[src/sv/gpdf_pkg.sv]
// ----------------------------------------------------------------------------
// gpdf_pkg
// shared constants and types for the gimbal pod telemetry deframer
// ----------------------------------------------------------------------------
package gpdf_pkg;

   localparam logic [7:0] HDR_BYTE = 8'hEE;
   localparam logic [7:0] ID_POD   = 8'h01;
   localparam logic [7:0] ID_MOUNT = 8'h81;
   localparam logic [7:0] MIN_LEN  = 8'd29;

   // payload store covers frame offsets 3..27
   localparam int STORE_BASE  = 3;
   localparam int STORE_DEPTH = 25;
   localparam int STORE_LAST  = STORE_BASE + STORE_DEPTH - 1;

   localparam int QUEUE_DEPTH = 2;

   typedef enum logic [1:0] {
      PH_HUNT,
      PH_ID,
      PH_LEN,
      PH_BODY
   } phase_type;

   // first member lands in the top bits, so laser_distance ends up at bit 0
   typedef struct packed {
      logic        [7:0]  pod_mode;
      logic        [15:0] zoom_fraction;
      logic signed [15:0] target_alt;
      logic signed [31:0] target_lon;
      logic signed [31:0] target_lat;
      logic        [7:0]  track_state;
      logic        [7:0]  zoom_level;
      logic signed [15:0] yaw_angle;
      logic signed [15:0] pitch_angle;
      logic signed [15:0] roll_angle;
      logic        [15:0] laser_distance;
   } telem_type;

   typedef struct packed {
      logic      source_kind;
      telem_type telem;
   } record_type;

   typedef struct packed {
      logic full;
      logic not_empty;
   } qstat_type;

endpackage

[src/sv/gpdf_front.sv]
// ----------------------------------------------------------------------------
// gpdf_front
// frame parser: hunts for the header, checks id, length and checksum,
// keeps the payload bytes and pushes one record per good frame
// ----------------------------------------------------------------------------
module gpdf_front (
   input  logic                 clock,
   input  logic                 reset,
   input  logic                 rx_accept,
   input  logic [7:0]           rx_byte,
   output logic                 push,
   output gpdf_pkg::record_type push_rec
);
   import gpdf_pkg::*;

   localparam int IDX_W = $clog2(STORE_DEPTH);

   phase_type  state_ff, state_in;
   logic [7:0] pos_ff, pos_in;
   logic [7:0] len_ff, len_in;
   logic [7:0] sum_ff, sum_in;
   logic       src_ff, src_in;
   logic [7:0] payload_ff [STORE_DEPTH];

   logic             more;
   logic             id_ok;
   logic             wr_en;
   logic [7:0]       wr_off;
   logic [IDX_W-1:0] wr_idx;

   assign more   = ({1'b0, pos_ff} + 9'd1) < {1'b0, len_ff};
   assign id_ok  = (rx_byte == ID_POD) || (rx_byte == ID_MOUNT);
   assign wr_off = pos_ff - 8'(STORE_BASE);
   assign wr_idx = wr_off[IDX_W-1:0];

   // next state
   always_comb begin
      state_in = state_ff;
      case (state_ff)
         PH_HUNT: begin
            if (rx_byte == HDR_BYTE) state_in = PH_ID;
         end
         PH_ID: begin
            if (id_ok) state_in = PH_LEN;
            else if (rx_byte == HDR_BYTE) state_in = PH_ID;
            else state_in = PH_HUNT;
         end
         PH_LEN: begin
            if (rx_byte >= MIN_LEN) state_in = PH_BODY;
            else state_in = PH_HUNT;
         end
         PH_BODY: begin
            if (!more) state_in = PH_HUNT;
         end
         default: state_in = PH_HUNT;
      endcase
   end

   // datapath and outputs
   always_comb begin
      pos_in = pos_ff;
      len_in = len_ff;
      sum_in = sum_ff;
      src_in = src_ff;
      wr_en  = 1'b0;
      push   = 1'b0;
      case (state_ff)
         PH_HUNT: begin
            if (rx_byte == HDR_BYTE) sum_in = HDR_BYTE;
         end
         PH_ID: begin
            if (id_ok) begin
               src_in = (rx_byte == ID_MOUNT);
               sum_in = sum_ff + rx_byte;
            end else if (rx_byte == HDR_BYTE) begin
               sum_in = HDR_BYTE;
            end
         end
         PH_LEN: begin
            if (rx_byte >= MIN_LEN) begin
               len_in = rx_byte;
               sum_in = sum_ff + rx_byte;
               pos_in = 8'(STORE_BASE);
            end
         end
         PH_BODY: begin
            if (more) begin
               wr_en  = rx_accept && (pos_ff >= 8'(STORE_BASE))
                        && (pos_ff <= 8'(STORE_LAST));
               sum_in = sum_ff + rx_byte;
               pos_in = pos_ff + 8'd1;
            end else begin
               // checksum byte closes the frame
               pos_in = 8'd0;
               push   = rx_accept && (rx_byte == sum_ff);
            end
         end
         default: begin
            pos_in = 8'd0;
         end
      endcase
   end

   always_ff @(posedge clock) begin
      if (reset) begin
         state_ff <= PH_HUNT;
         pos_ff   <= 8'd0;
         len_ff   <= 8'd0;
         sum_ff   <= 8'd0;
         src_ff   <= 1'b0;
      end else if (rx_accept) begin
         state_ff <= state_in;
         pos_ff   <= pos_in;
         len_ff   <= len_in;
         sum_ff   <= sum_in;
         src_ff   <= src_in;
      end
   end

   always_ff @(posedge clock) begin
      if (wr_en) payload_ff[wr_idx] <= rx_byte;
   end

   // little-endian fields, store index is frame offset minus three
   always_comb begin
      push_rec.source_kind          = src_ff;
      push_rec.telem.laser_distance = {payload_ff[1], payload_ff[0]};
      push_rec.telem.roll_angle     = {payload_ff[3], payload_ff[2]};
      push_rec.telem.pitch_angle    = {payload_ff[5], payload_ff[4]};
      push_rec.telem.yaw_angle      = {payload_ff[7], payload_ff[6]};
      push_rec.telem.zoom_level     = payload_ff[8];
      push_rec.telem.track_state    = payload_ff[9];
      push_rec.telem.target_lat     = {payload_ff[13], payload_ff[12],
                                       payload_ff[11], payload_ff[10]};
      push_rec.telem.target_lon     = {payload_ff[17], payload_ff[16],
                                       payload_ff[15], payload_ff[14]};
      push_rec.telem.target_alt     = {payload_ff[19], payload_ff[18]};
      push_rec.telem.zoom_fraction  = {payload_ff[21], payload_ff[20]};
      push_rec.telem.pod_mode       = payload_ff[24];
   end

endmodule

[src/sv/gpdf_queue.sv]
// ----------------------------------------------------------------------------
// gpdf_queue
// short record queue between the parser and the output stage
// ----------------------------------------------------------------------------
module gpdf_queue #(
   parameter int DEPTH = gpdf_pkg::QUEUE_DEPTH
) (
   input  logic                 clock,
   input  logic                 reset,
   input  logic                 push,
   input  gpdf_pkg::record_type push_rec,
   input  logic                 pop,
   output gpdf_pkg::record_type head_rec,
   output gpdf_pkg::qstat_type  qstat
);
   import gpdf_pkg::*;

   localparam int PW = (DEPTH > 1) ? $clog2(DEPTH) : 1;
   localparam int CW = $clog2(DEPTH + 1);

   record_type     entry_ff [DEPTH];
   logic [PW-1:0]  wr_ptr_ff, wr_ptr_in;
   logic [PW-1:0]  rd_ptr_ff, rd_ptr_in;
   logic [CW-1:0]  count_ff, count_in;

   assign wr_ptr_in = (wr_ptr_ff == PW'(DEPTH - 1)) ? '0 : wr_ptr_ff + PW'(1);
   assign rd_ptr_in = (rd_ptr_ff == PW'(DEPTH - 1)) ? '0 : rd_ptr_ff + PW'(1);
   assign count_in  = count_ff + CW'(push) - CW'(pop);

   assign qstat.full      = (count_ff == CW'(DEPTH));
   assign qstat.not_empty = (count_ff != '0);
   assign head_rec        = entry_ff[rd_ptr_ff];

   always_ff @(posedge clock) begin
      if (reset) begin
         wr_ptr_ff <= '0;
         rd_ptr_ff <= '0;
         count_ff  <= '0;
      end else begin
         if (push) wr_ptr_ff <= wr_ptr_in;
         if (pop) rd_ptr_ff <= rd_ptr_in;
         count_ff <= count_in;
      end
   end

   always_ff @(posedge clock) begin
      if (push) entry_ff[wr_ptr_ff] <= push_rec;
   end

endmodule

[src/sv/gpdf_back.sv]
// ----------------------------------------------------------------------------
// gpdf_back
// output register stage: drains the queue onto the result stream
// ----------------------------------------------------------------------------
module gpdf_back (
   input  logic                 clock,
   input  logic                 reset,
   input  gpdf_pkg::qstat_type  qstat,
   input  gpdf_pkg::record_type head_rec,
   output logic                 pop,
   output logic                 out_valid,
   output gpdf_pkg::record_type out_rec,
   input  logic                 out_ready
);
   import gpdf_pkg::*;

   logic       valid_ff, valid_in;
   record_type rec_ff;

   assign pop       = qstat.not_empty && (!valid_ff || out_ready);
   assign valid_in  = pop || (valid_ff && !out_ready);
   assign out_valid = valid_ff;
   assign out_rec   = rec_ff;

   always_ff @(posedge clock) begin
      if (reset) valid_ff <= 1'b0;
      else valid_ff <= valid_in;
   end

   always_ff @(posedge clock) begin
      if (pop) rec_ff <= head_rec;
   end

endmodule

[src/sv/gimbal_pod_telemetry_deframer.sv]
// ----------------------------------------------------------------------------
// gimbal_pod_telemetry_deframer
// byte-stream deframer for gimbal pod telemetry frames
// ----------------------------------------------------------------------------
// Takes one received byte per clock while req_tready is high and emits one
// item per frame whose header, id, length and checksum all pass; bad frames
// are dropped silently. A result item enters the queue when its checksum
// byte is accepted and the output register once the result side is free.
// The parser keeps one byte per cycle going; req_tready drops only while
// the record queue (QUEUE_DEPTH entries) is full behind a stalled output
// register; with frames of at least 29 bytes that takes a long result stall.
module gimbal_pod_telemetry_deframer #(
   parameter int QUEUE_DEPTH = gpdf_pkg::QUEUE_DEPTH
) (
   input  logic         clock,
   input  logic         reset,
   input  logic         req_tvalid,
   output logic         req_tready,
   input  logic [7:0]   req_tdata,   // [7:0] rx_byte
   output logic         rsp_tvalid,
   input  logic         rsp_tready,
   // [15:0] laser_distance, [31:16] roll_angle, [47:32] pitch_angle,
   // [63:48] yaw_angle, [71:64] zoom_level, [79:72] track_state,
   // [111:80] target_lat, [143:112] target_lon, [159:144] target_alt,
   // [175:160] zoom_fraction, [183:176] pod_mode
   output logic [183:0] rsp_tdata,
   output logic         rsp_tuser    // [0] source_kind
);
   import gpdf_pkg::*;

   logic       rx_accept;
   logic       push;
   logic       pop;
   record_type push_rec;
   record_type head_rec;
   record_type out_rec;
   qstat_type  qstat;

   assign req_tready = !qstat.full;
   assign rx_accept  = req_tvalid && req_tready;

   gpdf_front u_front (
      .clock     (clock),
      .reset     (reset),
      .rx_accept (rx_accept),
      .rx_byte   (req_tdata),
      .push      (push),
      .push_rec  (push_rec)
   );

   gpdf_queue #(
      .DEPTH (QUEUE_DEPTH)
   ) u_queue (
      .clock    (clock),
      .reset    (reset),
      .push     (push),
      .push_rec (push_rec),
      .pop      (pop),
      .head_rec (head_rec),
      .qstat    (qstat)
   );

   gpdf_back u_back (
      .clock     (clock),
      .reset     (reset),
      .qstat     (qstat),
      .head_rec  (head_rec),
      .pop       (pop),
      .out_valid (rsp_tvalid),
      .out_rec   (out_rec),
      .out_ready (rsp_tready)
   );

   assign rsp_tdata = out_rec.telem;
   assign rsp_tuser = out_rec.source_kind;

endmodule

[config.mk]
export PLATFORM = sky130hd
export DESIGN_NAME = gimbal_pod_telemetry_deframer
export DESIGN_NICKNAME = d
export VERILOG_FILES = /design/src/sv/gpdf_pkg.sv /design/src/sv/gpdf_front.sv /design/src/sv/gpdf_queue.sv /design/src/sv/gpdf_back.sv /design/src/sv/gimbal_pod_telemetry_deframer.sv
export SDC_FILE = /design/constraint.sdc
export NUM_CORES = 1
export LEC_CHECK = 0
export BUFFER_PORTS_ARGS = -buffer_cell sky130_fd_sc_hd__buf_4
export CAP_MARGIN = 30
export CORE_MARGIN = 1.5
export CORE_UTILIZATION = 50
export CTS_CLUSTER_DIAMETER = 100
export DETAILED_ROUTE_END_ITERATION = 12
export PLACE_DENSITY_LB_ADDON = 0.08
export SLEW_MARGIN = 25
export SYNTH_ARGS = -nofsm -noshare
export SYNTH_HDL_FRONTEND = slang
export SYNTH_SLANG_ARGS = --single-unit
[constraint.sdc]
create_clock -name clock -period 14.82 [get_ports clock]
set_clock_uncertainty 0.05 [all_clocks]
set_input_delay 2.223 -clock clock [delete_from_list [all_inputs] [get_ports clock]]
set_output_delay 2.223 -clock clock [all_outputs]
set_load 0.005 [all_outputs]
## After elaboration in Yosys (flattened, before gate mapping)

Memories as Yosys holds them, arrays and structs flattened. A register that Yosys moved wholly into a read port is not among the register bits.
Cells that the tools add are included.

- Add/sub/neg operators: 8
- $lt $le $gt $ge: 4
- Reductions and logical operators: 20
- Equality and inequality tests: 12
- Multiplexer cells: 24

Operator list:

| cell | count |
|---|---|
| $mux W8 | 6 |
| $pmux W8 S4 | 1 |
| $eq A8 B8 Y1 const B | 2 |
| $pmux W8 S2 | 1 |
| $reduce_and A3 Y1 | 5 |
| $mux W1 | 11 |
| $add A8 B1 Y9 const B | 1 |
| $lt A9 B8 Y1 | 1 |
| $add A8 B1 Y8 const B | 1 |
| $add A8 B8 Y8 | 1 |
| $eq A8 B1 Y1 const B | 1 |
| $eq A8 B8 Y1 | 1 |
| $ge A8 B2 Y1 const B | 1 |
| $ge A8 B5 Y1 const B | 1 |
| $le A8 B5 Y1 const B | 1 |
| $mux W2 | 4 |
| $pmux W2 S4 | 1 |
| $eq A2 B2 Y1 const B | 3 |
| $logic_and A1 B1 Y1 | 6 |
| $ne A2 B1 Y1 const B | 3 |
| $sub A5 B2 Y5 const B | 1 |
| $reduce_bool A2 Y1 | 2 |
| $logic_not A1 Y1 | 3 |
| $logic_or A1 B1 Y1 | 3 |
| other kinds (6) | 7 |

- Output and inout bits: 187
- Memories: 2
- Register bits: 32
- Bits in writable memories: 570

Memories:

| name | words | width | read ports | clocked after memory_dff | write ports | RTL line | text |
|---|---|---|---|---|---|---|---|
| u_queue.entry_ff | 2 | 185 | 1 | 1 | 1 | gpdf_queue.sv:21 | `record_type entry_ff [DEPTH];` |
| u_front.payload_ff | 25 | 8 | 23 | 0 | 1 | gpdf_front.sv:23 | `logic [7:0] payload_ff [STORE_DEPTH];` |

## Logic depth before layout (Yosys ltp)

- Word-level depth: 9
- Depth in mapped cells: 16
- Gate-level depth less buffers: 14

## Hierarchy

From an unflattened synthesis, not the netlist that was laid out.

- Cell total of the unflattened synthesis: 1259
- Area, all modules: 27491.4 µm²

By module, submodules not included:

| module | seq. area each (µm²) | area each (µm²) | instances | cells an instance |
|---|---|---|---|---|
| gpdf_queue | 11210.8 | 14193.6 | 1 | 597 |
| gpdf_front | 6065.8 | 7677.4 | 1 | 470 |
| gpdf_back | 5575.3 | 5610.4 | 1 | 190 |
| gimbal_pod_telemetry_deframer | 0.0 | 10.0 | 1 | 2 |

## Least setup slack after synthesis

OpenSTA, ideal clock, no wires.

- Path kind: input to register
- Start point: in req_tdata[4]
- End point: mem u_queue.entry_ff[0][0] (netlist name), enable pin
- Required time: 14036 ps
- Path buffers: 0
- Stages: 5
- Arrival time: 11209 ps
- Library setup time: 734 ps
- Setup slack: 2827 ps
- Path through: ha_1 -> or4_1 -> nor4_1 -> o21ai_1 -> nor2_1

- Word-level cells in the longest chain between the ends: 6

Ends and longest elaborated chain:

| item | RTL line | text |
|---|---|---|
| from (decl) | gimbal_pod_telemetry_deframer.sv:19 | `input logic [7:0] req_tdata,` |
| $eq A8 B8 Y1 | gpdf_front.sv:95 | `push = rx_accept && (rx_byte == sum_ff);` |
| $logic_and A1 B1 Y1 | gpdf_front.sv:95 |  |
| $mux W1 | gpdf_front.sv:87 | `if (more) begin` |
| $mux W1 | gpdf_front.sv:67 | `case (state_ff)` |
| $mux W1 | gpdf_queue.sv:47 | `if (push) entry_ff[wr_ptr_ff] <= push_rec;` |
| $mux W1 (not written as such) | gpdf_queue.sv:47 |  |
| to (decl) | gpdf_queue.sv:21 |  |

No other way between the ends.

## Final worst setup path

- Start point: in req_tdata[4]
- End point: mem u_queue.entry_ff[1][122] (netlist name), enable pin

The elaborated chain is that of the path after synthesis.

==> results.py <==
metrics = {
    "outcome": {
        "status": "finished, final reports clean",
    },
    "worst_setup_path": {
        "reg2reg_from": "u_front.pos_ff[2]",
        "path_class": "input port to flop",
        "cp_slowest_stage_delay_ns": 0.73,
        "worstSetupStartpoint": "req_tdata[4]",
        "worst_ep_required_time_ns": 14.99,
        "reg2reg_to": "u_queue.entry_ff[1][122]",
        "rrSetupSlack_ns": 10.41,
        "crit_family": "buffers and inverters",
        "start_kind": "input port",
        "cp_cell_sequence": "buf_4 -> ha_1 -> or4_1 -> nor4_1 -> o21ai_1 -> nor2_4 -> buf_12 -> buf_4",
        "worst_setup_path_end_kind": "flop",
        "reg2regPathDepth": 13,
        "worstPathArrival_ns": 5.51,
        "critPathBufInv": 3,
        "cpMostUsedCell": "buf_4",
        "worstPathMaxFanout": 64,
        "cp_slowest_cell": "buf_4",
    },
    "clock_network": {
        "cts_root_buffer": "clkbuf_16",
        "clk_pin_slew_ns": 0.06,
        "cts_resized": 0,
        "post_cts_buffers": 0,
        "numCtsBuffers": 76,
        "hold_buffers": 0,
        "clock_sinks": 771,
        "clk-insertion-delay-late_ns": 0.60,
        "cts_buffer_depth": 3,
        "cts_tree": "built",
        "cts-htree-levels": 3,
    },
    "timing": {
        "period_minus_slack_ns": 5.35,
        "tns_ns": 0,
        "setup_ws_ns": 9.47,
        "finalHoldViolCount": 0,
        "slew_violations": 0,
        "setup_viol": 0,
        "fmax_mhz": 187,
        "min_period_over_period": 0.361,
        "whs_ns": 0.389,
        "worst_pin_slew_ns": 0.943,
        "rsz0062_at_grt": "false",
        "relSlewSlack": 0.369,
    },
    "synth": {
        "synthMuxAreaShare": 0.0813,
        "yosys.area_share.xor_xnor": 0.00590,
        "ys_seq_area_frac": 0.854,
        "synthArstFlopShare": 0,
        "synth-adder-area-share": 0.0101,
        "synth.area.top_cells": "edfxtp_1, mux2_2, dfxtp_1",
        "synth_top_area_frac": 0.830,
        "syn_area_um2": 26700,
        "synth_compound_area_frac": 0.0165,
        "synthesis.yosys.warnings": 0,
        "yosysMostFrequentCell": "edfxtp_1",
        "avgSynthCellArea_um2": 21.3,
        "synth_common_cells": "edfxtp_1, mux2_2, nor2_1",
        "synth_cell_type_count": 54,
        "synth_flop_cell": "edfxtp_1",
        "synth-seq-cells": 771,
        "synth_top_family_by_area": "multiplexers",
        "netlist_instances": 1256,
        "synth_top_area_cell": "edfxtp_1",
        "syn_nets": 1289,
        "synth_edf_count": 739,
        "synth-simple-area-share": 0.0239,
    },
    "place": {
        "dp_slack_ns": 8.47,
        "hpwl_mm": 27.6,
        "io_buffer_count": 198,
        "placed_area_um2": 29100,
        "place_inst": 2124,
        "gp_congestion": 0.738,
    },
    "finish": {
        "design_area_um2": 31500,
        "layout.nets": 1553,
        "fin_util": 0.598,
        "drive_gt1_frac": 0.331,
        "area_growth_pct": 17.9,
        "n_antenna_cell": 0,
        "multi_input_area_um2": 3730,
        "instances_no_fill": 2266,
        "fillers": 3884,
        "regArea_um2": 22800,
    },
    "route": {
        "drc": 0,
        "routed-via-count": 11753,
        "ant_nets": 0,
        "vias_per_cell": 5.19,
        "drt_iter0_drc": 847,
        "wirelength_mm": 48.4,
        "first_pass_iters": 5,
        "wire_per_inst_um": 21.4,
    },
    "pwr": {
        "pwr-share-clk": 0.341,
        "p_seq_frac": 0.530,
        "p_int_mw": 4.03,
        "power_frac_comb": 0.129,
        "p_leak_nw": 10.5,
        "irDropWorstVdd_v": 0.000167,
        "powerDensity_nw_per_um2": 165,
        "p_sw_mw": 1.17,
        "total_power_mw": 5.20,
        "p_sw_frac": 0.225,
    },
    "global_routing": {
        "grt_pass1_wl_mm": 70.5,
        "grt-ovfl-total": 0,
        "grt_max_degree": 75,
        "antenna_found_initial": 1,
        "grtUsageTotal": 0.177,
        "grt_pass1_vias": 11626,
    },
    "die": {
        "die_area_um2": 54800,
        "num_rows": 84,
        "core_area_um2": 52700,
        "initial_core_util": 0.508,
        "die_h_um": 234,
        "die_w_um": 234,
        "io_pins": 199,
    },
    "hold_path": {
        "worstHoldStart": "u_front.payload_ff[16][5]",
        "hold_end": "u_queue.entry_ff[0][133]",
        "min_path_type": "flop to flop",
        "hold-path-cell-count": 0,
    },
    "job": {
        "drv_cap": 0,
    },
}
==> how the worst max path moves through the flow <==
stage | end | cells after the start
detailed placement | u_queue.entry_ff[0][96] | 7
global placement | u_queue.entry_ff[1][96] | 7
finish | u_queue.entry_ff[1][122] | 8
CTS | u_queue.entry_ff[1][122] | 7
global route | u_queue.entry_ff[1][122] | 8
floorplan | u_queue.entry_ff[0][0] | 5
==> cell usage in the layout, fill, tap and decap left out, types with 12 or more instances in the layout <==
master / count
mux2_2: 185
a21oi_1: 18
nand3_1: 12
buf_4: 213
ha_1: 20
inv_1: 21
dfxtp_1: 31
clkinv_1: 15
clkbuf_16: 78
edfxtp_1: 739
nand2_1: 32
clkbuf_1: 19
nor2_1: 51
==> sequential cells by signal (all words and copies together) (netlist names) <==
| signal | flops |
|---|---|
| u_queue.entry_ff | 370 |
| u_back.out_rec | 185 |
| u_front.payload_ff | 184 |
| u_front.len_ff | 8 |
| u_front.pos_ff | 8 |
| u_front.sum_ff | 8 |
| u_front.state_ff | 2 |
| u_queue.count_ff | 2 |
| u_back.out_valid | 1 |
| u_front.src_ff | 1 |
| u_queue.rd_ptr_ff | 1 |
| u_queue.wr_ptr_ff | 1 |
==> logic make-up after synthesis <==
kind of cell / count (synthesis)
DFF: 771
muxes: 194
and+or+nand+nor: 136
AOI/OAI and AO/OA: 62
buffers and inverters: 54
adders and majority gates: 21
xor gates and xnor gates: 18
==> power by group through the flow <==
| stage | registers, mW | clock network (mW) | logic (mW) |
|---|---|---|---|
| 2_1_floorplan | 2.83 | 0 | 0.247 |
| 3_3_place_gp | 2.80 | 0 | 0.674 |
| 3_5_place_dp | 2.81 | 0 | 0.680 |
| 4_1_cts | 2.76 | 1.81 | 0.683 |
| 5_1_grt | 2.77 | 1.90 | 0.730 |
| 6_report | 2.75 | 1.77 | 0.672 |
==> routing by layer <==
| metal | GRT usage | vias to the layer above | wire (µm) | share of wire |
|---|---|---|---|---|
| met5 | 0 | - | 0 | 0 |
| met1 | 0.244 | 6005 | 21500 | 0.44 |
| met3 | 0.0309 | 73 | 1820 | 0.037 |
| met4 | 0.0615 | 0 | 989 | 0.020 |
| li1 | - | 5451 | - | - |
| met2 | 0.288 | 224 | 24100 | 0.50 |
==> cell type report <==
class | instances | area share
repair buffers | 219 | 0.0542
flip-flops and latches | 771 | 0.725
inverters | 21 | 0.00250
well taps | 688 | 0.0273
clock inverters | 39 | 0.00866
clock buffers | 97 | 0.0642
multi-input cells | 431 | 0.118
==> worst register-to-register path, cell delays in order (launching register included) <==
cell       delay (ns)
dfxtp_1          0.63
nand2_1          0.23
or2_2            0.39
nor2_1           0.15
xor2_1           0.10
ha_1             0.32
nand3_1          0.07
a2bb2oi_1        0.13
o21ai_1          0.08
buf_4            0.21
o21ai_1          0.30
nor2_4           0.37
buf_12           0.23
buf_4            0.74
(Power assumes the default switching activity.)
